`src/register_mapped_divider_unit_defines.svh`:
```
// Assertion macros shared by the divider unit RTL.
`ifndef REGISTER_MAPPED_DIVIDER_UNIT_DEFINES_SVH
`define REGISTER_MAPPED_DIVIDER_UNIT_DEFINES_SVH

// Consequent must hold in the same cycle as the antecedent.
`define RMDU_ASSERT_NOW(lbl, ante, cons, msg) \
   lbl: assert property (@(posedge clock) disable iff (reset) (ante) |-> (cons)) \
      else $error(msg);

// Consequent must hold in the cycle after the antecedent.
`define RMDU_ASSERT_NEXT(lbl, ante, cons, msg) \
   lbl: assert property (@(posedge clock) disable iff (reset) (ante) |=> (cons)) \
      else $error(msg);

`endif

```
`src/rmdu_pkg.sv`:
```
// Types, constants and helper functions of the register mapped divider unit.
`default_nettype none
package rmdu_pkg;

   localparam int DATA_W  = 32;
   localparam int COUNT_W = $clog2(DATA_W);
   localparam int OFF_W   = 5;
   localparam int SIZE_W  = 2;
   localparam int IDX_W   = 3;
   localparam int NUM_REGS = 6;

   localparam logic [COUNT_W-1:0] LAST_STEP = COUNT_W'(DATA_W - 1);

   // Register indexes, i.e. the word offset inside the window.
   localparam logic [IDX_W-1:0] IDX_UDIVIDEND = 3'd0;
   localparam logic [IDX_W-1:0] IDX_UDIVISOR  = 3'd1;
   localparam logic [IDX_W-1:0] IDX_SDIVIDEND = 3'd2;
   localparam logic [IDX_W-1:0] IDX_SDIVISOR  = 3'd3;
   localparam logic [IDX_W-1:0] IDX_QUOTIENT  = 3'd4;
   localparam logic [IDX_W-1:0] IDX_REMAINDER = 3'd5;
   localparam logic [IDX_W-1:0] IDX_CONTROL   = 3'd6;

   localparam int CTRL_DIRTY_BIT = 1;

   localparam logic OP_READ  = 1'b0;
   localparam logic OP_WRITE = 1'b1;

   localparam logic [SIZE_W-1:0] SIZE_BYTE = 2'd0;
   localparam logic [SIZE_W-1:0] SIZE_HALF = 2'd1;

   typedef enum logic [1:0] {
      RMDU_IDLE,
      RMDU_DIVIDE,
      RMDU_FINISH
   } rmdu_state_type;

   function automatic logic [DATA_W-1:0] size_mask(input logic [SIZE_W-1:0] size);
      logic [DATA_W-1:0] mask;
      mask = '1;
      if (size == SIZE_BYTE) begin
         mask = DATA_W'(32'h0000_00FF);
      end else if (size == SIZE_HALF) begin
         mask = DATA_W'(32'h0000_FFFF);
      end
      return mask;
   endfunction

   function automatic logic [DATA_W-1:0] magnitude(input logic [DATA_W-1:0] value);
      return value[DATA_W-1] ? (DATA_W'(0) - value) : value;
   endfunction

endpackage
`default_nettype wire

```
`src/rmdu_if.sv`:
```
// Valid/ready channel interfaces for bus accesses and their read responses.
`default_nettype none
interface rmdu_req_if;
   logic                             valid;
   logic                             ready;
   logic                             op;
   logic [rmdu_pkg::OFF_W-1:0]       byte_offset;
   logic [rmdu_pkg::DATA_W-1:0]      write_data;
   logic [rmdu_pkg::SIZE_W-1:0]      access_size;

   modport source (output valid, output op, output byte_offset, output write_data,
                   output access_size, input ready);
   modport sink   (input valid, input op, input byte_offset, input write_data,
                   input access_size, output ready);
endinterface

interface rmdu_rsp_if;
   logic                        valid;
   logic                        ready;
   logic [rmdu_pkg::DATA_W-1:0] read_data;

   modport source (output valid, output read_data, input ready);
   modport sink   (input valid, input read_data, output ready);
endinterface
`default_nettype wire

```
`src/register_mapped_divider_unit.sv`:
```
// Bus-mapped 32-bit integer divider with unsigned and signed divisor registers.
// Each request word is one access to the divider window and yields exactly one
// response word, posted in the cycle after the request is accepted (writes
// respond with zero). A write of a nonzero divisor starts a restoring division:
// one load, 32 quotient-bit steps through a single 34-bit subtract-and-compare
// unit, and a sign fix-up step that stores quotient and remainder; the unit
// holds off the next request until the fix-up is done. A zero divisor starts
// nothing and leaves the results untouched. The most negative dividend divided
// by minus one yields quotient 0x80000000 and remainder zero. A request is
// taken while the previous response is still pending only if that response
// leaves this cycle.
`default_nettype none
`include "register_mapped_divider_unit_defines.svh"
module register_mapped_divider_unit (
   input wire logic clock,
   input wire logic reset,
   rmdu_req_if.sink   req_bus,
   rmdu_rsp_if.source rsp_bus
);

   rmdu_pkg::rmdu_state_type state_ff, state_in;

   logic [rmdu_pkg::DATA_W-1:0] data_ff [rmdu_pkg::NUM_REGS];
   logic [rmdu_pkg::DATA_W-1:0] data_in [rmdu_pkg::NUM_REGS];
   logic                        dirty_ff, dirty_in;

   logic [rmdu_pkg::DATA_W-1:0]  rem_ff, rem_in;
   logic [rmdu_pkg::DATA_W-1:0]  quo_ff, quo_in;
   logic [rmdu_pkg::DATA_W-1:0]  dsor_ff, dsor_in;
   logic                         neg_q_ff, neg_q_in;
   logic                         neg_r_ff, neg_r_in;
   logic [rmdu_pkg::COUNT_W-1:0] count_ff, count_in;

   logic                        rsp_valid_ff, rsp_valid_in;
   logic [rmdu_pkg::DATA_W-1:0] rsp_data_ff, rsp_data_in;

   logic                          accept;
   logic                          aligned;
   logic [rmdu_pkg::IDX_W-1:0]    reg_idx;
   logic [rmdu_pkg::DATA_W-1:0]   read_value;
   logic [rmdu_pkg::DATA_W-1:0]   dividend;
   logic [rmdu_pkg::DATA_W+1:0]   trial;
   logic                          start;
   logic                          busy;
   logic                          last_step;
   logic                          divisor_write;

   assign busy          = (state_ff != rmdu_pkg::RMDU_IDLE);
   assign last_step     = (state_ff == rmdu_pkg::RMDU_DIVIDE) &&
                          (count_ff == rmdu_pkg::LAST_STEP);
   assign req_bus.ready = !busy && (!rsp_valid_ff || rsp_bus.ready);
   assign accept        = req_bus.valid && req_bus.ready;
   assign aligned       = (req_bus.byte_offset[1:0] == 2'b00);
   assign reg_idx       = req_bus.byte_offset[rmdu_pkg::OFF_W-1:2];
   assign divisor_write = accept && (req_bus.op == rmdu_pkg::OP_WRITE) && aligned &&
                          (reg_idx == rmdu_pkg::IDX_UDIVISOR ||
                           reg_idx == rmdu_pkg::IDX_SDIVISOR) &&
                          (req_bus.write_data != '0);

   assign rsp_bus.valid     = rsp_valid_ff;
   assign rsp_bus.read_data = rsp_data_ff;

   // One restoring step: shift the next dividend bit in and try the subtract.
   assign trial = {1'b0, rem_ff, quo_ff[rmdu_pkg::DATA_W-1]} - {2'b00, dsor_ff};

   always_comb begin
      read_value = '0;
      unique case (reg_idx)
         rmdu_pkg::IDX_UDIVIDEND: read_value = data_ff[rmdu_pkg::IDX_UDIVIDEND];
         rmdu_pkg::IDX_UDIVISOR:  read_value = data_ff[rmdu_pkg::IDX_UDIVISOR];
         rmdu_pkg::IDX_SDIVIDEND: read_value = data_ff[rmdu_pkg::IDX_SDIVIDEND];
         rmdu_pkg::IDX_SDIVISOR:  read_value = data_ff[rmdu_pkg::IDX_SDIVISOR];
         rmdu_pkg::IDX_QUOTIENT:  read_value = data_ff[rmdu_pkg::IDX_QUOTIENT];
         rmdu_pkg::IDX_REMAINDER: read_value = data_ff[rmdu_pkg::IDX_REMAINDER];
         rmdu_pkg::IDX_CONTROL:   read_value[rmdu_pkg::CTRL_DIRTY_BIT] = dirty_ff;
         default:                 read_value = '0;
      endcase
   end

   always_comb begin
      state_in     = state_ff;
      data_in      = data_ff;
      dirty_in     = dirty_ff;
      rem_in       = rem_ff;
      quo_in       = quo_ff;
      dsor_in      = dsor_ff;
      neg_q_in     = neg_q_ff;
      neg_r_in     = neg_r_ff;
      count_in     = count_ff;
      rsp_valid_in = rsp_valid_ff;
      rsp_data_in  = rsp_data_ff;
      dividend     = '0;
      start        = 1'b0;

      if (rsp_bus.ready) begin
         rsp_valid_in = 1'b0;
      end

      unique case (state_ff)
         rmdu_pkg::RMDU_IDLE: begin
            if (accept) begin
               rsp_valid_in = 1'b1;
               rsp_data_in  = '0;
               if (req_bus.op == rmdu_pkg::OP_READ) begin
                  if (aligned) begin
                     rsp_data_in = read_value & rmdu_pkg::size_mask(req_bus.access_size);
                     if (reg_idx == rmdu_pkg::IDX_QUOTIENT) begin
                        dirty_in = 1'b0;
                     end
                  end
               end else if (aligned && reg_idx <= rmdu_pkg::IDX_REMAINDER) begin
                  data_in[reg_idx] = req_bus.write_data;
                  dirty_in         = 1'b1;
                  if (reg_idx == rmdu_pkg::IDX_UDIVISOR) begin
                     dividend = data_ff[rmdu_pkg::IDX_UDIVIDEND];
                     dsor_in  = req_bus.write_data;
                     neg_q_in = 1'b0;
                     neg_r_in = 1'b0;
                     start    = (req_bus.write_data != '0);
                  end else if (reg_idx == rmdu_pkg::IDX_SDIVISOR) begin
                     dividend = rmdu_pkg::magnitude(data_ff[rmdu_pkg::IDX_SDIVIDEND]);
                     dsor_in  = rmdu_pkg::magnitude(req_bus.write_data);
                     neg_q_in = data_ff[rmdu_pkg::IDX_SDIVIDEND][rmdu_pkg::DATA_W-1] ^
                                req_bus.write_data[rmdu_pkg::DATA_W-1];
                     neg_r_in = data_ff[rmdu_pkg::IDX_SDIVIDEND][rmdu_pkg::DATA_W-1];
                     start    = (req_bus.write_data != '0);
                  end
                  if (start) begin
                     quo_in   = dividend;
                     rem_in   = '0;
                     count_in = '0;
                     state_in = rmdu_pkg::RMDU_DIVIDE;
                  end
               end
            end
         end
         rmdu_pkg::RMDU_DIVIDE: begin
            if (trial[rmdu_pkg::DATA_W+1]) begin
               rem_in = {rem_ff[rmdu_pkg::DATA_W-2:0], quo_ff[rmdu_pkg::DATA_W-1]};
               quo_in = {quo_ff[rmdu_pkg::DATA_W-2:0], 1'b0};
            end else begin
               rem_in = trial[rmdu_pkg::DATA_W-1:0];
               quo_in = {quo_ff[rmdu_pkg::DATA_W-2:0], 1'b1};
            end
            count_in = count_ff + 1'b1;
            if (count_ff == rmdu_pkg::LAST_STEP) begin
               state_in = rmdu_pkg::RMDU_FINISH;
            end
         end
         rmdu_pkg::RMDU_FINISH: begin
            data_in[rmdu_pkg::IDX_QUOTIENT]  = neg_q_ff ? ('0 - quo_ff) : quo_ff;
            data_in[rmdu_pkg::IDX_REMAINDER] = neg_r_ff ? ('0 - rem_ff) : rem_ff;
            state_in = rmdu_pkg::RMDU_IDLE;
         end
         default: state_in = rmdu_pkg::RMDU_IDLE;
      endcase
   end

   always_ff @(posedge clock) begin
      if (reset) begin
         state_ff     <= rmdu_pkg::RMDU_IDLE;
         dirty_ff     <= 1'b0;
         rsp_valid_ff <= 1'b0;
         count_ff     <= '0;
         for (int i = 0; i < rmdu_pkg::NUM_REGS; i++) begin
            data_ff[i] <= '0;
         end
      end else begin
         state_ff     <= state_in;
         dirty_ff     <= dirty_in;
         rsp_valid_ff <= rsp_valid_in;
         count_ff     <= count_in;
         data_ff      <= data_in;
      end
   end

   always_ff @(posedge clock) begin
      rem_ff      <= rem_in;
      quo_ff      <= quo_in;
      dsor_ff     <= dsor_in;
      neg_q_ff    <= neg_q_in;
      neg_r_ff    <= neg_r_in;
      rsp_data_ff <= rsp_data_in;
   end

   `RMDU_ASSERT_NOW(busy_not_ready, busy, !req_bus.ready, "request taken while dividing")
   `RMDU_ASSERT_NEXT(accept_posts_rsp, accept, rsp_valid_ff, "accepted word got no response")
   `RMDU_ASSERT_NEXT(last_step_finishes, last_step, state_ff == rmdu_pkg::RMDU_FINISH, "no finish")
   `RMDU_ASSERT_NEXT(divide_keeps_dirty, busy, dirty_ff, "dirty flag dropped during a division")
   `RMDU_ASSERT_NEXT(nonzero_div_starts, divisor_write, state_ff == rmdu_pkg::RMDU_DIVIDE && count_ff == '0, "no start")

endmodule
`default_nettype wire
```
`src/flat_wrapper.sv`:
```
// flat-port wrapper written by rule: the top's interface ports become plain ports
module register_mapped_divider_unit_flat 
  (clock, reset, req_bus_valid, req_bus_op, req_bus_byte_offset, req_bus_write_data, req_bus_access_size, req_bus_ready, rsp_bus_valid, rsp_bus_read_data, rsp_bus_ready);
  rmdu_req_if req_bus_i ();
  rmdu_rsp_if rsp_bus_i ();
  input wire logic clock;
  input wire logic reset;
  input wire logic [$bits(req_bus_i.valid)-1:0] req_bus_valid;
  input wire logic [$bits(req_bus_i.op)-1:0] req_bus_op;
  input wire logic [$bits(req_bus_i.byte_offset)-1:0] req_bus_byte_offset;
  input wire logic [$bits(req_bus_i.write_data)-1:0] req_bus_write_data;
  input wire logic [$bits(req_bus_i.access_size)-1:0] req_bus_access_size;
  output wire logic [$bits(req_bus_i.ready)-1:0] req_bus_ready;
  output wire logic [$bits(rsp_bus_i.valid)-1:0] rsp_bus_valid;
  output wire logic [$bits(rsp_bus_i.read_data)-1:0] rsp_bus_read_data;
  input wire logic [$bits(rsp_bus_i.ready)-1:0] rsp_bus_ready;
  assign req_bus_i.valid = req_bus_valid;
  assign req_bus_i.op = req_bus_op;
  assign req_bus_i.byte_offset = req_bus_byte_offset;
  assign req_bus_i.write_data = req_bus_write_data;
  assign req_bus_i.access_size = req_bus_access_size;
  assign req_bus_ready = req_bus_i.ready;
  assign rsp_bus_valid = rsp_bus_i.valid;
  assign rsp_bus_read_data = rsp_bus_i.read_data;
  assign rsp_bus_i.ready = rsp_bus_ready;
  register_mapped_divider_unit u_core (.clock(clock), .reset(reset), .req_bus(req_bus_i), .rsp_bus(rsp_bus_i));
endmodule
```
`config.mk`:
```
export PLATFORM = sky130hd
export DESIGN_NAME = register_mapped_divider_unit_flat
export DESIGN_NICKNAME = d
export VERILOG_FILES = /design/src/rmdu_pkg.sv /design/src/rmdu_if.sv /design/src/register_mapped_divider_unit.sv /design/src/flat_wrapper.sv
export VERILOG_INCLUDE_DIRS = /design/src /design/src/src
export SDC_FILE = /design/constraint.sdc
export NUM_CORES = 1
export LEC_CHECK = 0
export BUFFER_PORTS_ARGS = -buffer_cell sky130_fd_sc_hd__buf_2
export CORE_MARGIN = 3
export CORE_UTILIZATION = 37
export DETAILED_ROUTE_END_ITERATION = 8
export PLACE_DENSITY = 0.6
export SLEW_MARGIN = 15
export SYNTH_ARGS = -nofsm -noshare
export SYNTH_HDL_FRONTEND = slang
export SYNTH_SLANG_ARGS = --single-unit
```
`constraint.sdc`:
```
create_clock -name clock -period 11.75 [get_ports clock]
set_input_delay 1.7625 -clock clock [delete_from_list [all_inputs] [get_ports clock]]
set_output_delay 1.7625 -clock clock [all_outputs]
set_load 0.01 [all_outputs]
```
== Yosys cells after proc, flatten, opt, wreduce, memory -nomap -nowiden ==
Cells that the tools add are included.
Storage, ports and cells
  input bits: 44
  output and inout port bits: 34
  logic and storage cells: 133
  register bits after elaboration: 331
Operators by class
  $add $sub $neg: 6
  reduce and logical (&&, ||, !) cells: 26
  bitwise gates (word level): 4
  equal/unequal tests: 16
  multiplexer cells: 62
  $lt $le $gt $ge: 3
Operator list (number)
  2-to-1 mux 32 bit: 24
  bitwise mux 192 bit: 1
  2-to-1 mux 64 bit: 3
  one-hot mux 30 bit (6 select lines): 1
  one-hot mux 32 bit (2 select lines): 2
  one-hot mux 64 bit (2 select lines): 1
  subtractor 1 x 32 -> 32 bit, first input constant: 4
  demux 32 bit (select 3 bit): 1
  subtractor 33 x 32 -> 34 bit: 1
  AND 32 bit: 1
  nonzero test 32 bit: 1
  2-to-1 mux 5 bit: 4
  AND reduction 5 bit: 4
  2-to-1 mux 1 bit: 16
  nonzero test 2 bit: 6
  2-to-1 mux 2 bit: 5
  one-hot mux 5 bit (2 select lines): 1
  == test 3 bit, second input constant: 3
  AND reduction 4 bit: 2
  one-hot mux 1 bit (7 select lines): 1
  == test 3 x 2 -> 1 bit, second input constant: 2
  logical NOT 2 bit: 3
  inequality test 2 x 1 -> 1 bit, second input constant: 3
  inequality test 2 bit, second input constant: 3
  19 further kinds: 24

== Depth between registers and ports, before layout ==
Gate-level depths: netlist of run 1.
  word-level depth: 12
  mapped depth: 14
  gate-level depth less buffers: 12

== Worst setup path after synthesis of run 1 ==
OpenSTA, ideal clock, no wires.
  path kind: input to register
  from: in rsp_bus_ready
  to: reg u_core.dsor_ff[0] (netlist name) (enable)
  path buffers: 0
  library setup time: 0.425 ns
  stages: 4
  arrival: 5.419 ns
  required time: 11.325 ns
  path slack: 5.906 ns
  cells stage by stage: nor2b_1 -> nor2_1 -> nand3_1 -> nor2_1
Between the ends
  word-level cells in the longest chain between the ends: 4
Ends and longest elaborated chain
  from (decl): line flat_wrapper.sv:16  | input wire logic [$bits(rsp_bus_i.ready)-1:0] rsp_bus_ready;
  logical OR 1 bit: line register_mapped_divider_unit.sv:51  | assign req_bus.ready = !busy && (!rsp_valid_ff || rsp_bus.ready);
  logical AND 1 bit: line register_mapped_divider_unit.sv:51
  logical AND 1 bit: line register_mapped_divider_unit.sv:52  | assign accept = req_bus.valid && req_bus.ready;
  AND reduction 5 bit (no source line)
  to (signal assigned): line register_mapped_divider_unit.sv:180  | dsor_ff <= dsor_in;
  to (decl): line register_mapped_divider_unit.sv:29  | logic [rmdu_pkg::DATA_W-1:0] dsor_ff, dsor_in;
Every way passes these cells.
A chain may end at the register's enable or synchronous reset.

== Final worst setup path of run 1 ==
  from: in req_bus_write_data[1]
  to: reg u_core.rem_ff[0] (netlist name) (enable)
Between the ends
  word-level cells in the longest chain between the ends: 9
Ends and longest elaborated chain
  from (decl): line flat_wrapper.sv:11  | input wire logic [$bits(req_bus_i.write_data)-1:0] req_bus_write_data;
  nonzero test 32 bit *
  2-to-1 mux 1 bit: line register_mapped_divider_unit.sv:120  | end else if (reg_idx == rmdu_pkg::IDX_SDIVISOR) begin
  2-to-1 mux 1 bit *: line register_mapped_divider_unit.sv:114  | if (reg_idx == rmdu_pkg::IDX_UDIVISOR) begin
  2-to-1 mux 1 bit *: line register_mapped_divider_unit.sv:111  | end else if (aligned && reg_idx <= rmdu_pkg::IDX_REMAINDER) begin
  2-to-1 mux 1 bit *: line register_mapped_divider_unit.sv:104  | if (req_bus.op == rmdu_pkg::OP_READ) begin
  2-to-1 mux 1 bit *: line register_mapped_divider_unit.sv:101  | if (accept) begin
  2-to-1 mux 1 bit *: line register_mapped_divider_unit.sv:99  | unique case (state_ff)
  inequality test 2 bit (no source line) *
  AND reduction 5 bit (no source line) *
  to (signal assigned): line register_mapped_divider_unit.sv:178  | rem_ff <= rem_in;
  to (decl): line register_mapped_divider_unit.sv:27  | logic [rmdu_pkg::DATA_W-1:0] rem_ff, rem_in;
Every way passes the cells marked *; elsewhere a longest branch is shown, timed or not. The select of a mux whose other input is x is not followed.

==> summary.md, run 1 <==
| Metric | Value |
|---|---|
| Top cell type's share of synthesized area | `22.1%` |
| Distinct cell type count after synthesis | `70` |
| Yosys warns | `0` |
| TNS Setup | `0 ns` |
| Post-synth top area cell | `dfxtp_1` |
| Power per cell area | `126 nW/um^2` |
| RePlAce Congestion | `0.918` |
| Worst r2r path cells | `11` |
| Cell Chain, Critical Path | `buf_2 > inv_1 > ha_1 > nand4b_1 > nor2_1 > and3_1 > a2111oi_0 > a31oi_1 > or2_2 > inv_2 > buf_4` |
| Number of diodes | `0` |
| Largest cells by area after synthesis | `dfxtp_1 22%, edfxtp_1 21%, nand2_1 9.2%, a21oi_1 5.6%, xnor2_1 4.4%` |
| Die H | `228 um` |
| TritonCTS clock tree | `yes` |
| Worst reg2reg setup slack | `7.71 ns` |
| Hold path depth | `2` |
| Slew @ Worst Pin | `1.19 ns` |
| Initial antenna violation count | `0` |
| First-pass GRT wire length | `90.3 mm` |
| Multi-input logic area | `9490 sq um` |
| GRT Total Usage | `22.6%` |
| Tmin final | `4.82 ns` |
| Syn Area/Cell | `8.42 sq um` |
| Critical Path RT | `11.89 ns` |
| Detailed placement HPWL | `40.5 mm` |
| Met1 usage | `31.0%` |
| Port Buf Inserts | `77` |
| Synth async-reset ratio | `0%` |
| Hold bufs inserted after CTS | `0` |
| Final WL | `59.9 mm` |
| Post-CTS setup buffer count | `0` |
| Post-CTS sizing | `0` |
| Cts bufs inserted | `36` |
| DR vias/cell | `5.75` |
| # IOs | `78` |
| Switching share of total power | `22.9%` |
| Setup ws final | `6.93 ns` |
| Startpoint Class | `input pin` |
| Synth Net Count | `2241` |
| Reg-to-reg endpoint | `u_core.rem_ff[28]$_SDFFCE_PN0P_` |
| Max-slew headroom | `20.4%` |
| Initial DRT Pass Iterations | `7` |
| Via count | `16.2k` |
| Core region area | `48100 sq um` |
| Antenna Violating Nets Remaining | `0` |
| Width of the die | `228 um` |
| Unrepaired setup endpoints after global routing | `no` |
| CTS root buf | `clkbuf_16` |
| Max-Cap Viols | `0` |
| NetSw | `0.583 mW` |
| DR WL/cell | `21.3 um` |
| Starting DRT DRC Count | `1555` |
| Final setup fails | `0` |
| Max Clock Freq | `207 MHz` |
| Logic pwr share | `5.7%` |
| Layout Skew | `0.0139 ns` |
| Post-route DRC violation count | `0` |
| Fillers | `4748` |
| Dpl ws | `6.48 ns` |
| Row cnt | `80` |
| GR met3 Demand/Resource | `4.55%` |
| Max Transition Viols Final | `0` |
| Ys flop type | `dfxtp_1` |
| Clk slew on worst S/H paths | `0.07 ns` |
| Crit end category | `register` |
| Syn Inst Count | `2158` |
| Total power draw | `2.55 mW` |
| Post-synthesis cell area | `18200 sq um` |
| Hold WC Path Type | `reg2reg` |
| LEAKAGE | `6.99 nW` |
| Nets | `2212` |
| Number of global-route vias before repair | `15.3k` |
| Routing usage on met2 | `35.8%` |
| Period utilization | `41.0%` |
| Die Area | `51800 sq um` |
| Share of cells above drive strength 1 | `9.79%` |
| R2R Path Start | `u_core.quo_ff[31]$_DFFE_PP_` |
| HP Start | `u_core.data_ff[159]$_SDFFE_PP0P_` |
| Worst Hold Path EP | `u_core.data_ff[159]$_SDFFE_PP0P_` |
| Clock power frac | `46.7%` |
| Initial core utilization | `37.8%` |
| Crit path kind | `in2reg` |
| Status | `finished, final reports clean` |
| Synth-to-Final Area Change | `11.6%` |
| Post-synth EDFFs | `130` |
| Endpoints failing hold | `0` |
| Grt total ovfl | `0` |
| Register area | `7930 sq um` |
| Post-route cell area | `20300 sq um` |
| Largest stage delay, worst path | `0.71 ns` |
| Power Internal | `1.96 mW` |
| TritonCTS Sinks | `331` |
| Most Crowded Layer GR | `met2` |
| Cell Area, Placed | `19000 sq um` |
| Flop pwr share | `47.6%` |
| CP max-delay cell | `buf_4` |
| Max FO, Critical Path | `64` |
| Critical Path AT | `4.97 ns` |
| Worst skew pair latency | `0.53 ns` |
| H-tree depth | `2` |
| #FFs+latches synth | `331` |
| Seq/Total Area, Yosys | `43.6%` |
| Maximum vdd drop | `0.0868 mV` |
| CTS max path bufs | `3` |
| Largest net degree at the start of global routing | `94` |
==> through the flow <==
stage                     hold WS, ns  std cells  util [%]
after CTS                       0.453       2811      42.1
after global placement          0.438       2747      39.5
after floorplan                 0.433       2158         -
after global routing            0.467       2811      42.1
after detailed placement        0.445       2747      39.5
final                           0.455       2811      42.1
==> layer usage <==
metal	wire length, um	up-vias
met2	26800	709
met5	0	-
met1	26300	7738
met3	4880	107
li1	-	7611
met4	1880	0
==> power groups by stage <==
stage | clock [mW] | combinational (mW) | sequential (mW)
2_1_floorplan | 0 | 0.0876 | 1.24
3_3_place_gp | 0 | 0.142 | 1.24
3_5_place_dp | 0 | 0.143 | 1.24
4_1_cts | 1.21 | 0.144 | 1.21
5_1_grt | 1.25 | 0.157 | 1.21
6_report | 1.19 | 0.146 | 1.21
==> worst max-delay path by stage <==
stage                               start                              to  slack [ns]
floorplan                   rsp_bus_ready     u_core.dsor_ff[0]$_DFFE_PP_        5.91
CTS                 req_bus_write_data[1]  u_core.rem_ff[0]$_SDFFCE_PN0P_        7.01
global placement    req_bus_write_data[1]      u_core.quo_ff[0]$_DFFE_PP_        6.51
global route        req_bus_write_data[1]  u_core.rem_ff[0]$_SDFFCE_PN0P_        6.72
detailed placement  req_bus_write_data[1]      u_core.quo_ff[0]$_DFFE_PP_        6.48
finish              req_bus_write_data[1]  u_core.rem_ff[0]$_SDFFCE_PN0P_        6.93
==> final cells by class <==
| cell class | count | share of cell area (%) |
|---|---|---|
| sequential | 331 | 39.1 |
| tap | 656 | 4.05 |
| clock buffer | 52 | 5.46 |
| clock inverter | 12 | 0.679 |
| inverter | 54 | 1.00 |
| multi-input combinational | 1602 | 46.8 |
| timing repair buffer | 104 | 2.93 |
==> cells in the mapped netlist (all sizes together), types with 5 or more instances <==
| master | instances |
|---|---|
| nand2 | 447 |
| a21oi | 205 |
| dfxtp | 201 |
| nor2 | 200 |
| clkbuf | 157 |
| edfxtp | 130 |
| xnor2 | 91 |
| a22oi | 88 |
| o21ai | 72 |
| inv | 54 |
| xor2 | 52 |
| a311oi | 51 |
| a31oi | 38 |
| ha | 38 |
| mux2i | 33 |
| nor3 | 26 |
| o31ai | 25 |
| nand3 | 19 |
| o41ai | 18 |
| nor2b | 16 |
| or4 | 15 |
| a21o | 14 |
| buf | 14 |
| or3 | 14 |
| a2111oi | 13 |
| a221oi | 12 |
| nand2b | 12 |
| and3 | 10 |
| a211oi | 9 |
| nand4 | 9 |
| nor4 | 8 |
| o22ai | 6 |
| or2 | 6 |
| and2 | 5 |
==> registers in the layout (all words and copies together), names as in the netlist <==
register and count:
u_core.rsp_bus.valid 1, u_core.state_ff 2, u_core.rsp_bus.read_data 32, u_core.count_ff 5, u_core.neg_q_ff 1, u_core.dsor_ff 32
u_core.data_ff 192, u_core.rem_ff 32, u_core.quo_ff 32, u_core.dirty_ff 1, u_core.neg_r_ff 1
==> cells by family (layout without fill, tap and decap cells) <==
| group | Yosys count | in the layout | share of synthesized area [%] |
|---|---|---|---|
| fa+ha+maj | 39 | 39 | 2.73 |
| flops | 331 | 331 | 43.6 |
| simple gates | 793 | 793 | 18.4 |
| compound gates | 588 | 588 | 21.4 |
| mux | 39 | 39 | 2.31 |
| xor+xnor | 143 | 143 | 6.89 |
| buf+inv | 225 | 222 | 4.73 |
==> critical path, delay by kind of cell <==
family | cells | cell delay [ns]
simple gates | 4 | 1.05
fa+ha+maj | 1 | 0.25
compound gates | 2 | 0.71
buf+inv | 4 | 1.12
==> cells in the final DEF, fill, tap and decap left out, types with 14 or more instances in the layout <==
cell / synthesis / routed
edfxtp_1: 130 / 130
xnor2_1: 91 / 91
a21o_1: 14 / 14
xor2_1: 52 / 52
nor3_1: 26 / 21
clkbuf_16: 0 / 40
nand2_1: 447 / 445
a311oi_1: 51 / 51
buf_4: 0 / 27
mux2i_1: 33 / 33
a22oi_1: 88 / 88
a31oi_1: 38 / 38
a21oi_1: 205 / 205
nand3_1: 19 / 19
dfxtp_1: 201 / 201
o21ai_0: 67 / 66
nor2_1: 199 / 195
inv_1: 54 / 53
ha_1: 38 / 38
o31ai_1: 23 / 23
buf_2: 6 / 76
Note: power is estimated with default switching activity, not from simulation.
==> run 2, diff against run 1 <==
--- a/config.mk
+++ b/config.mk
@@ -10,7 +10,7 @@
 export CORE_MARGIN = 3
 export CORE_UTILIZATION = 37
 export DETAILED_ROUTE_END_ITERATION = 8
-export PLACE_DENSITY = 0.6
+export PLACE_DENSITY = 0.62
 export SLEW_MARGIN = 15
 export SYNTH_ARGS = -nofsm -noshare
 export SYNTH_HDL_FRONTEND = slang
==> constraint.sdc (replaced) <==
create_clock -name clock -period 4.3 [get_ports clock]
set_input_delay 0.645 -clock clock [delete_from_list [all_inputs] [get_ports clock]]
set_output_delay 0.645 -clock clock [all_outputs]
set_load 0.01 [all_outputs]
==> run 2 against run 1 <==
- wire length grew 2.0%
- clock skew is 0.0028 ns higher
- power grew to 2.7 times the previous value
- final cell count increased by 0.53%
- first-iteration DRC count increased by 19%
- via count is 2.6% higher
- critical endpoint is now u_core.rem_ff[28]$_SDFFCE_PN0P_
- largest cell class unchanged
- largest power group unchanged
==> summary.md, run 2 (same netlist as run 1, synthesis figures left out) <==
| Metric | Value |
|---|---|
| Register area | `7930 sq um (unchanged)` |
| Post-CTS setup buffer count | `0 (unchanged)` |
| Clk slew on worst S/H paths | `0.06 ns (was 0.07 ns)` |
| Cell Chain, Critical Path | `inv_1 > ha_1 > fa_1 > nor2b_1 > o2111ai_1 > a2111o_1 > a31oi_1 > a221o_1 > a41oi_1 > a311oi_1 > o21ai_0 (was buf_2 > inv_1 > ha_1 > nand4b_1 > nor2_1 > and3_1 > a2111oi_0 > a31oi_1 > or2_2 > inv_2 > buf_4)` |
| Largest stage delay, worst path | `0.52 ns (was 0.71 ns)` |
| RePlAce Congestion | `0.902 (was 0.918)` |
| TritonCTS Sinks | `331 (unchanged)` |
| CP max-delay cell | `a2111o_1 (was buf_4)` |
| Worst reg2reg setup slack | `0.60 ns (was 7.71 ns)` |
| Max-Cap Viols | `0 (unchanged)` |
| DR vias/cell | `5.87 (was 5.75)` |
| Crit end category | `register (unchanged)` |
| Hold WC Path Type | `in2reg (was reg2reg)` |
| LEAKAGE | `7.05 nW (was 6.99 nW)` |
| Post-CTS sizing | `0 (unchanged)` |
| Row cnt | `80 (unchanged)` |
| CP delay by family, top | `compound AO/OA/AOI/OAI gates (was buffers and inverters)` |
| Unrepaired setup endpoints after global routing | `no (unchanged)` |
| Post-route DRC violation count | `0 (unchanged)` |
| Largest register FFs | `192 (unchanged)` |
| Worst Setup SP | `u_core.quo_ff[31]$_DFFE_PP_ (was req_bus_write_data[1])` |
| Via count | `16.6k (was 16.2k)` |
| Critical Path AT | `3.97 ns (was 4.97 ns)` |
| Hold bufs inserted after CTS | `0 (unchanged)` |
| Width of the die | `228 um (unchanged)` |
| Starting DRT DRC Count | `1845 (was 1555)` |
| Post-route cell area | `20400 sq um (was 20300 sq um)` |
| Grt total ovfl | `0 (unchanged)` |
| Largest net degree at the start of global routing | `131 (was 94)` |
| Met1 usage | `32.4% (was 31.0%)` |
| Worst r2r path cells | `11 (unchanged)` |
| Port Buf Inserts | `77 (unchanged)` |
| Slew @ Worst Pin | `1.19 ns (about the same)` |
| Max FO, Critical Path | `4 (was 64)` |
| Critical Path RT | `4.56 ns (was 11.89 ns)` |
| Setup crit end | `u_core.rem_ff[28]$_SDFFCE_PN0P_ (was u_core.rem_ff[0]$_SDFFCE_PN0P_)` |
| Largest Register | `u_core.data_ff (unchanged)` |
| DR WL/cell | `21.6 um (was 21.3 um)` |
| Most common cell after layout, fill and taps aside | `nand2_1 (unchanged)` |
| Initial DRT Pass Iterations | `8 (was 7)` |
| CTS max path bufs | `3 (unchanged)` |
| R2R Path Start | `u_core.quo_ff[31]$_DFFE_PP_ (unchanged)` |
| # IOs | `78 (unchanged)` |
| Max Clock Freq | `270 MHz` |
| TNS Setup | `0 ns (unchanged)` |
| Initial core utilization | `37.8% (unchanged)` |
| Core region area | `48100 sq um (unchanged)` |
| First-pass GRT wire length | `93.2 mm (was 90.3 mm)` |
| Antenna Violating Nets Remaining | `0 (unchanged)` |
| Setup ws final | `0.595 ns (was 6.93 ns)` |
| Die Area | `51800 sq um (unchanged)` |
| CP Buf/Inv Count | `1 (was 4)` |
| Reg-to-reg endpoint | `u_core.rem_ff[28]$_SDFFCE_PN0P_ (unchanged)` |
| GR met3 Demand/Resource | `3.21% (was 4.55%)` |
| Cell Area, Placed | `19200 sq um (was 19000 sq um)` |
| Max-slew headroom | `20.3% (was 20.4%)` |
| Number of diodes | `0 (unchanged)` |
| Post-layout util | `42.3% (was 42.1%)` |
| Status | `finished, final reports clean (unchanged)` |
| Maximum vdd drop | `0.209 mV (was 0.0868 mV)` |
| Max Transition Viols Final | `0 (unchanged)` |
| Period utilization | `86.2%` |
| Initial antenna violation count | `0 (unchanged)` |
| Most frequent cells in the layout | `447 x nand2_1, 205 x a21oi_1, 201 x dfxtp_1 (was 445 x nand2_1, 205 x a21oi_1, 201 x dfxtp_1)` |
| Power per cell area | `337 nW/um^2 (was 126 nW/um^2)` |
| Layout Skew | `0.0167 ns (was 0.0139 ns)` |
| Routing usage on met2 | `36.3% (was 35.8%)` |
| Cts bufs inserted | `36 (unchanged)` |
| Endpoints failing hold | `0 (unchanged)` |
| Fillers | `4690 (was 4748)` |
| Die H | `228 um (unchanged)` |
| Multi-input logic area | `9480 sq um (was 9490 sq um)` |
| Synth-to-Final Area Change | `12.0% (was 11.6%)` |
| Final WL | `61.0 mm (was 59.9 mm)` |
| Tmin final | `3.70 ns` |
| Detailed placement HPWL | `41.9 mm (was 40.5 mm)` |
| Startpoint Class | `register (was input pin)` |
| TritonCTS clock tree | `yes (unchanged)` |
| Final setup fails | `0 (unchanged)` |
| Worst skew pair latency | `0.54 ns (was 0.53 ns)` |
| Worst path depth | `11 (unchanged)` |
| Share of cells above drive strength 1 | `10.3% (was 9.79%)` |
| Nets | `2227 (was 2212)` |
| Most Crowded Layer GR | `met2 (unchanged)` |
| GRT Total Usage | `23.1% (was 22.6%)` |
| Dpl ws | `0.626 ns (was 6.48 ns)` |
| H-tree depth | `2 (unchanged)` |
| Number of global-route vias before repair | `15.5k (was 15.3k)` |
| CTS root buf | `clkbuf_16 (unchanged)` |
| Crit path kind | `reg2reg (was in2reg)` |
| Total power draw | `6.87 mW (was 2.55 mW)` |
==> run 2: cell types whose count changed in the layout (fill, tap and decap cells not counted), moves of 2 or more <==
cell / delta
buf_4: +12
clkinv_2: +4
buf_12: +3
inv_4: -3
bufinv_16: -2
nand2_1: +2
nand2_2: -2
==> run 2: layout make-up <==
cell class	instances	share of cell area, %
Tap cell	656	4.03
Clock buffer	53	5.45
Sequential cell	331	38.9
Inverter	54	0.995
Clock inverter	11	0.406
Multi-Input combinational cell	1602	46.5
Timing Repair Buffer	119	3.66
==> run 2: layer usage <==
layer | vias up | share of wire [%]
met5 | - | 0
met4 | 0 | 3.9
met3 | 132 | 7.8
met2 | 766 | 45
met1 | 8057 | 43
li1 | 7637 | -
==> run 2: stage by stage <==
stage	hold slack [ns]	instances
2_1_floorplan	0.433	2158
3_3_place_gp	0.438	2762
3_5_place_dp	0.446	2762
4_1_cts	0.360	2826
5_1_grt	0.421	2826
6_report	0.374	2826
==> run 2: tightest hold or removal path, stage by stage <==
cell     delay (ns)
buf_2          0.09
a21oi_1        0.05
nor2_1         0.08
==> run 2: how the worst min path moves through the flow <==
stage | from | to | slack, ns | depth (start not counted)
floorplan | u_core.data_ff[159]$_SDFFE_PP0P_ | u_core.data_ff[159]$_SDFFE_PP0P_ | 0.43 | 2
global placement | u_core.data_ff[95]$_SDFFE_PP0P_ | u_core.data_ff[95]$_SDFFE_PP0P_ | 0.44 | 2
detailed placement | u_core.data_ff[159]$_SDFFE_PP0P_ | u_core.data_ff[159]$_SDFFE_PP0P_ | 0.45 | 2
CTS | req_bus_valid | u_core.rsp_bus.valid$_SDFF_PP0_ | 0.36 | 3
global route | req_bus_valid | u_core.rsp_bus.valid$_SDFF_PP0_ | 0.42 | 3
finish | req_bus_valid | u_core.rsp_bus.valid$_SDFF_PP0_ | 0.37 | 3
==> run 2: power breakdown <==
part           switching, mW  internal, mW  leakage [nW]
clock                   1.31          1.85         0.594
sequential            0.0238          3.29          2.84
combinational          0.289         0.115          3.61
total                   1.62          5.25          7.05
==> run 3, diff against run 2 <==
--- a/config.mk
+++ b/config.mk
@@ -6,6 +6,7 @@
 export SDC_FILE = /design/constraint.sdc
 export NUM_CORES = 1
 export LEC_CHECK = 0
+export ABC_AREA = 1
 export BUFFER_PORTS_ARGS = -buffer_cell sky130_fd_sc_hd__buf_2
 export CORE_MARGIN = 3
 export CORE_UTILIZATION = 37
==> run 3 against run 2 <==
- global-route usage rose by 1.7 points
- hold slack worse by 0.062 ns
- clock skew up 0.0042 ns
- sequential power about the same
- final cell count is 30% higher
- first-iteration DRC count grew 27%
- setup slack improved by 0.88 ns
- via count increased by 20%
- critical path depth down 2
- sequential cell count is the same
- area after synthesis grew 9.7%
- die area is 9.4% higher
- critical endpoint is now u_core.data_ff[33]$_SDFFE_PP0P_
- largest cell class unchanged
- highest routed layer unchanged
==> summary.md, run 3 <==
| Metric | Value |
|---|---|
| Max-Cap Viols | `0 (unchanged)` |
| Post-route DRC violation count | `0 (unchanged)` |
| Worst Setup SP | `u_core.state_ff[1]$_SDFFE_PP0P_ (was u_core.quo_ff[31]$_DFFE_PP_)` |
| CP max-delay cell | `nor3_4 (was a2111o_1)` |
| TritonCTS clock tree | `yes (unchanged)` |
| CP delay by family, top | `simple AND/OR/NAND/NOR gates (was compound AO/OA/AOI/OAI gates)` |
| Share of cells above drive strength 1 | `6.71% (was 10.3%)` |
| Largest cells by area after synthesis | `dfxtp_1 20%, edfxtp_1 20%, nand2_1 13%, inv_1 7.4%, o21ai_0 7.2% (was dfxtp_1 22%, edfxtp_1 21%, nand2_1 9.2%, a21oi_1 5.6%, xnor2_1 4.4%)` |
| # IOs | `78 (unchanged)` |
| TritonCTS Sinks | `331 (unchanged)` |
| Flop pwr share | `46.6% (was 48.2%)` |
| CTS max path bufs | `3 (unchanged)` |
| Grt total ovfl | `0 (unchanged)` |
| Most frequent cell after synthesis | `nand2_1 (unchanged)` |
| Number of global-route vias before repair | `18.3k (was 15.5k)` |
| Syn Inst Count | `2923 (was 2158)` |
| Via count | `19.9k (was 16.6k)` |
| Period utilization | `65.8% (was 86.2%)` |
| Syn Area/Cell | `6.82 sq um (was 8.42 sq um)` |
| Layout Skew | `0.0209 ns (was 0.0167 ns)` |
| Post-synth top area cell | `dfxtp_1 (unchanged)` |
| TNS Setup | `0 ns (unchanged)` |
| Slew @ Worst Pin | `1.09 ns (was 1.19 ns)` |
| Max Transition Viols Final | `0 (unchanged)` |
| Initial antenna violation count | `0 (unchanged)` |
| Post-CTS sizing | `0 (unchanged)` |
| Seq/Total Area, Yosys | `39.8% (was 43.6%)` |
| Inst Count DP | `3597 (was 2762)` |
| LEAKAGE | `9.51 nW (was 7.05 nW)` |
| Final setup fails | `0 (unchanged)` |
| Most common cell after layout, fill and taps aside | `nand2_1 (unchanged)` |
| Hold bufs inserted after CTS | `0 (unchanged)` |
| Most frequent cells in the layout | `693 x nand2_1, 388 x inv_1, 328 x nor2_1 (was 447 x nand2_1, 205 x a21oi_1, 201 x dfxtp_1)` |
| Largest stage delay, worst path | `0.50 ns (was 0.52 ns)` |
| Number of diodes | `0 (unchanged)` |
| Crit end category | `register (unchanged)` |
| Unrepaired setup endpoints after global routing | `no (unchanged)` |
| DR WL/cell | `19.6 um (was 21.6 um)` |
| R2R Path Start | `u_core.state_ff[1]$_SDFFE_PP0P_ (was u_core.quo_ff[31]$_DFFE_PP_)` |
| Worst skew pair latency | `0.59 ns (was 0.54 ns)` |
| RePlAce Congestion | `0.994 (was 0.902)` |
| Max FO, Critical Path | `39 (was 4)` |
| Largest net degree at the start of global routing | `93 (was 131)` |
| Die H | `238 um (was 228 um)` |
| Critical Path RT | `4.75 ns (was 4.56 ns)` |
| Endpoints failing hold | `0 (unchanged)` |
| Antenna Violating Nets Remaining | `0 (unchanged)` |
| Starting DRT DRC Count | `2339 (was 1845)` |
| Switching share of total power | `24.7% (was 23.5%)` |
| Die Area | `56700 sq um (was 51800 sq um)` |
| Largest Register | `u_core.data_ff (unchanged)` |
| Worst path depth | `9 (was 11)` |
| NetSw | `1.75 mW (was 1.62 mW)` |
| H-tree depth | `2 (unchanged)` |
| Detailed placement HPWL | `54.1 mm (was 41.9 mm)` |
| Distinct cell type count after synthesis | `46 (was 70)` |
| Power Internal | `5.33 mW (was 5.25 mW)` |
| Cell Chain, Critical Path | `nor2_2 > nand3_2 > nor3_4 > nand2_2 > nand2_1 > buf_4 > inv_2 > o21ai_0 > a21oi_1 (was inv_1 > ha_1 > fa_1 > nor2b_1 > o2111ai_1 > a2111o_1 > a31oi_1 > a221o_1 > a41oi_1 > a311oi_1 > o21ai_0)` |
| Cts bufs inserted | `39 (was 36)` |
| #FFs+latches synth | `331 (unchanged)` |
| Ys flop type | `dfxtp_1 (unchanged)` |
| Startpoint Class | `register (unchanged)` |
| Initial DRT Pass Iterations | `8 (unchanged)` |
| Maximum vdd drop | `0.226 mV (was 0.209 mV)` |
| Synth-to-Final Area Change | `11.4% (was 12.0%)` |
| Hold WC Path Type | `in2reg (unchanged)` |
| Post-synthesis cell area | `19900 sq um (was 18200 sq um)` |
| Fin cells | `3669 (was 2826)` |
| HP Start | `req_bus_write_data[0] (was req_bus_valid)` |
| Tmin final | `2.83 ns (was 3.70 ns)` |
| Core region area | `53000 sq um (was 48100 sq um)` |
| Yosys warns | `0 (unchanged)` |
| CTS root buf | `clkbuf_16 (unchanged)` |
| GRT Total Usage | `24.8% (was 23.1%)` |
| DR vias/cell | `5.42 (was 5.87)` |
| Clk slew on worst S/H paths | `0.06 ns (about the same)` |
| Power per cell area | `319 nW/um^2 (was 337 nW/um^2)` |
| Post-CTS setup buffer count | `0 (unchanged)` |
| Status | `finished, final reports clean (unchanged)` |
| Width of the die | `238 um (was 228 um)` |
| Nets | `3033 (was 2227)` |
| Clock power frac | `47.3% (was 45.9%)` |
| Critical Path AT | `3.28 ns (was 3.97 ns)` |
| Logic pwr share | `6.1% (was 5.9%)` |
| Port Buf Inserts | `77 (unchanged)` |
| Crit path kind | `reg2reg (unchanged)` |
| Initial core utilization | `37.6% (was 37.8%)` |
| Synth async-reset ratio | `0% (unchanged)` |
| Row cnt | `84 (was 80)` |
| Max Clock Freq | `354 MHz (was 270 MHz)` |
| Hold path depth | `1 (was 3)` |
| Worst r2r path cells | `9 (was 11)` |
| Final WL | `71.9 mm (was 61.0 mm)` |
| Post-synth EDFFs | `130 (unchanged)` |
| Largest register FFs | `192 (unchanged)` |
| Synth Net Count | `3006 (was 2241)` |
| Top cell type's share of synthesized area | `20.2% (was 22.1%)` |
| CP Buf/Inv Count | `2 (was 1)` |
| First-pass GRT wire length | `109 mm (was 93.2 mm)` |
| Top cells by count, synth | `696 x nand2_1, 391 x inv_1, 329 x nor2_1 (was 447 x nand2_1, 205 x a21oi_1, 201 x dfxtp_1)` |
| Max-slew headroom | `26.6% (was 20.3%)` |
run 3: cell types whose count changed after synthesis, sizes merged, moves of 33 or more:
| cell | previous run | this run |
|---|---|---|
| inv | 54 | 400 |
| nand2 | 447 | 698 |
| o21ai | 72 | 290 |
| nand3 | 19 | 178 |
| nor2 | 200 | 332 |
| a22oi | 88 | 3 |
| xnor2 | 91 | 6 |
| a21oi | 205 | 277 |
| clkbuf | 157 | 87 |
| a311oi | 51 | 0 |
| mux2i | 33 | 0 |
run 3: worst register-to-register path, delay by kind of cell, from the launching register on:
family	cells	cell delay (ns)
compound gates	2	0.30
flops	1	0.33
simple gates	5	1.36
buf+inv	2	0.70
run 3: worst paths after layout:
check	endpoint	slack [ns]
max	u_core.data_ff[33]$_SDFFE_PP0P_	1.47
min	u_core.dsor_ff[0]$_DFFE_PP_	0.31
max reg2reg	u_core.data_ff[33]$_SDFFE_PP0P_	1.47
min reg2reg	u_core.data_ff[148]$_SDFFE_PP0P_	0.45
run 3: power by group through the flow:
stage | combinational, mW | sequential, mW | clock [mW]
CTS | 0.420 | 3.30 | 3.39
floorplan | 0.229 | 3.37 | 0
global placement | 0.418 | 3.37 | 0
global route | 0.467 | 3.30 | 3.50
finish | 0.431 | 3.30 | 3.35
detailed placement | 0.419 | 3.37 | 0
run 3: logic make-up (layout without fill, tap and decap cells):
kind of cell / after synthesis / in the layout / synth area share (%)
AO/OA/AOI/OAI: 688 / 688 / 18.6
XOR/XNOR: 52 / 52 / 2.29
adder cells (fa/ha/maj): 39 / 39 / 2.49
buffers and inverters: 526 / 584 / 10.3
flip-flops: 331 / 331 / 39.8
AND/OR/NAND/NOR: 1287 / 1287 / 26.5
run 3: area by class of cell:
type                       count  area [sq um]
clock buffer                  58          1120
clock inverter                14           160
fill                        5691         30800
inverter                     402          1510
multi-input combinational   2066          9960
sequential                   331          7930
tap                          688           861
timing repair buffer         110           658
run 3: per-stage QoR:
step | worst slack (ns) | instance area (sq um) | total power [mW] | hold slack, ns | util [%]
final | 1.47 | 22200 | 7.08 | 0.312 | 41.9
after global routing | 1.18 | 22200 | 7.27 | 0.318 | 41.9
after CTS | 1.52 | 22200 | 7.11 | 0.303 | 41.9
after detailed placement | 1.28 | 20900 | 3.79 | 0.437 | 39.5
after global placement | 1.32 | 20900 | 3.79 | 0.434 | 39.5
after floorplan | 1.20 | 19900 | 3.60 | 0.424 | -
run 3: layer usage:
metal	vias up	track usage (%)	part of all wire [%]
met5	-	0	0
met4	0	7.15	2.9
met3	135	4.15	9.4
met2	917	38.7	44
met1	9143	35.5	44
li1	9687	-	-
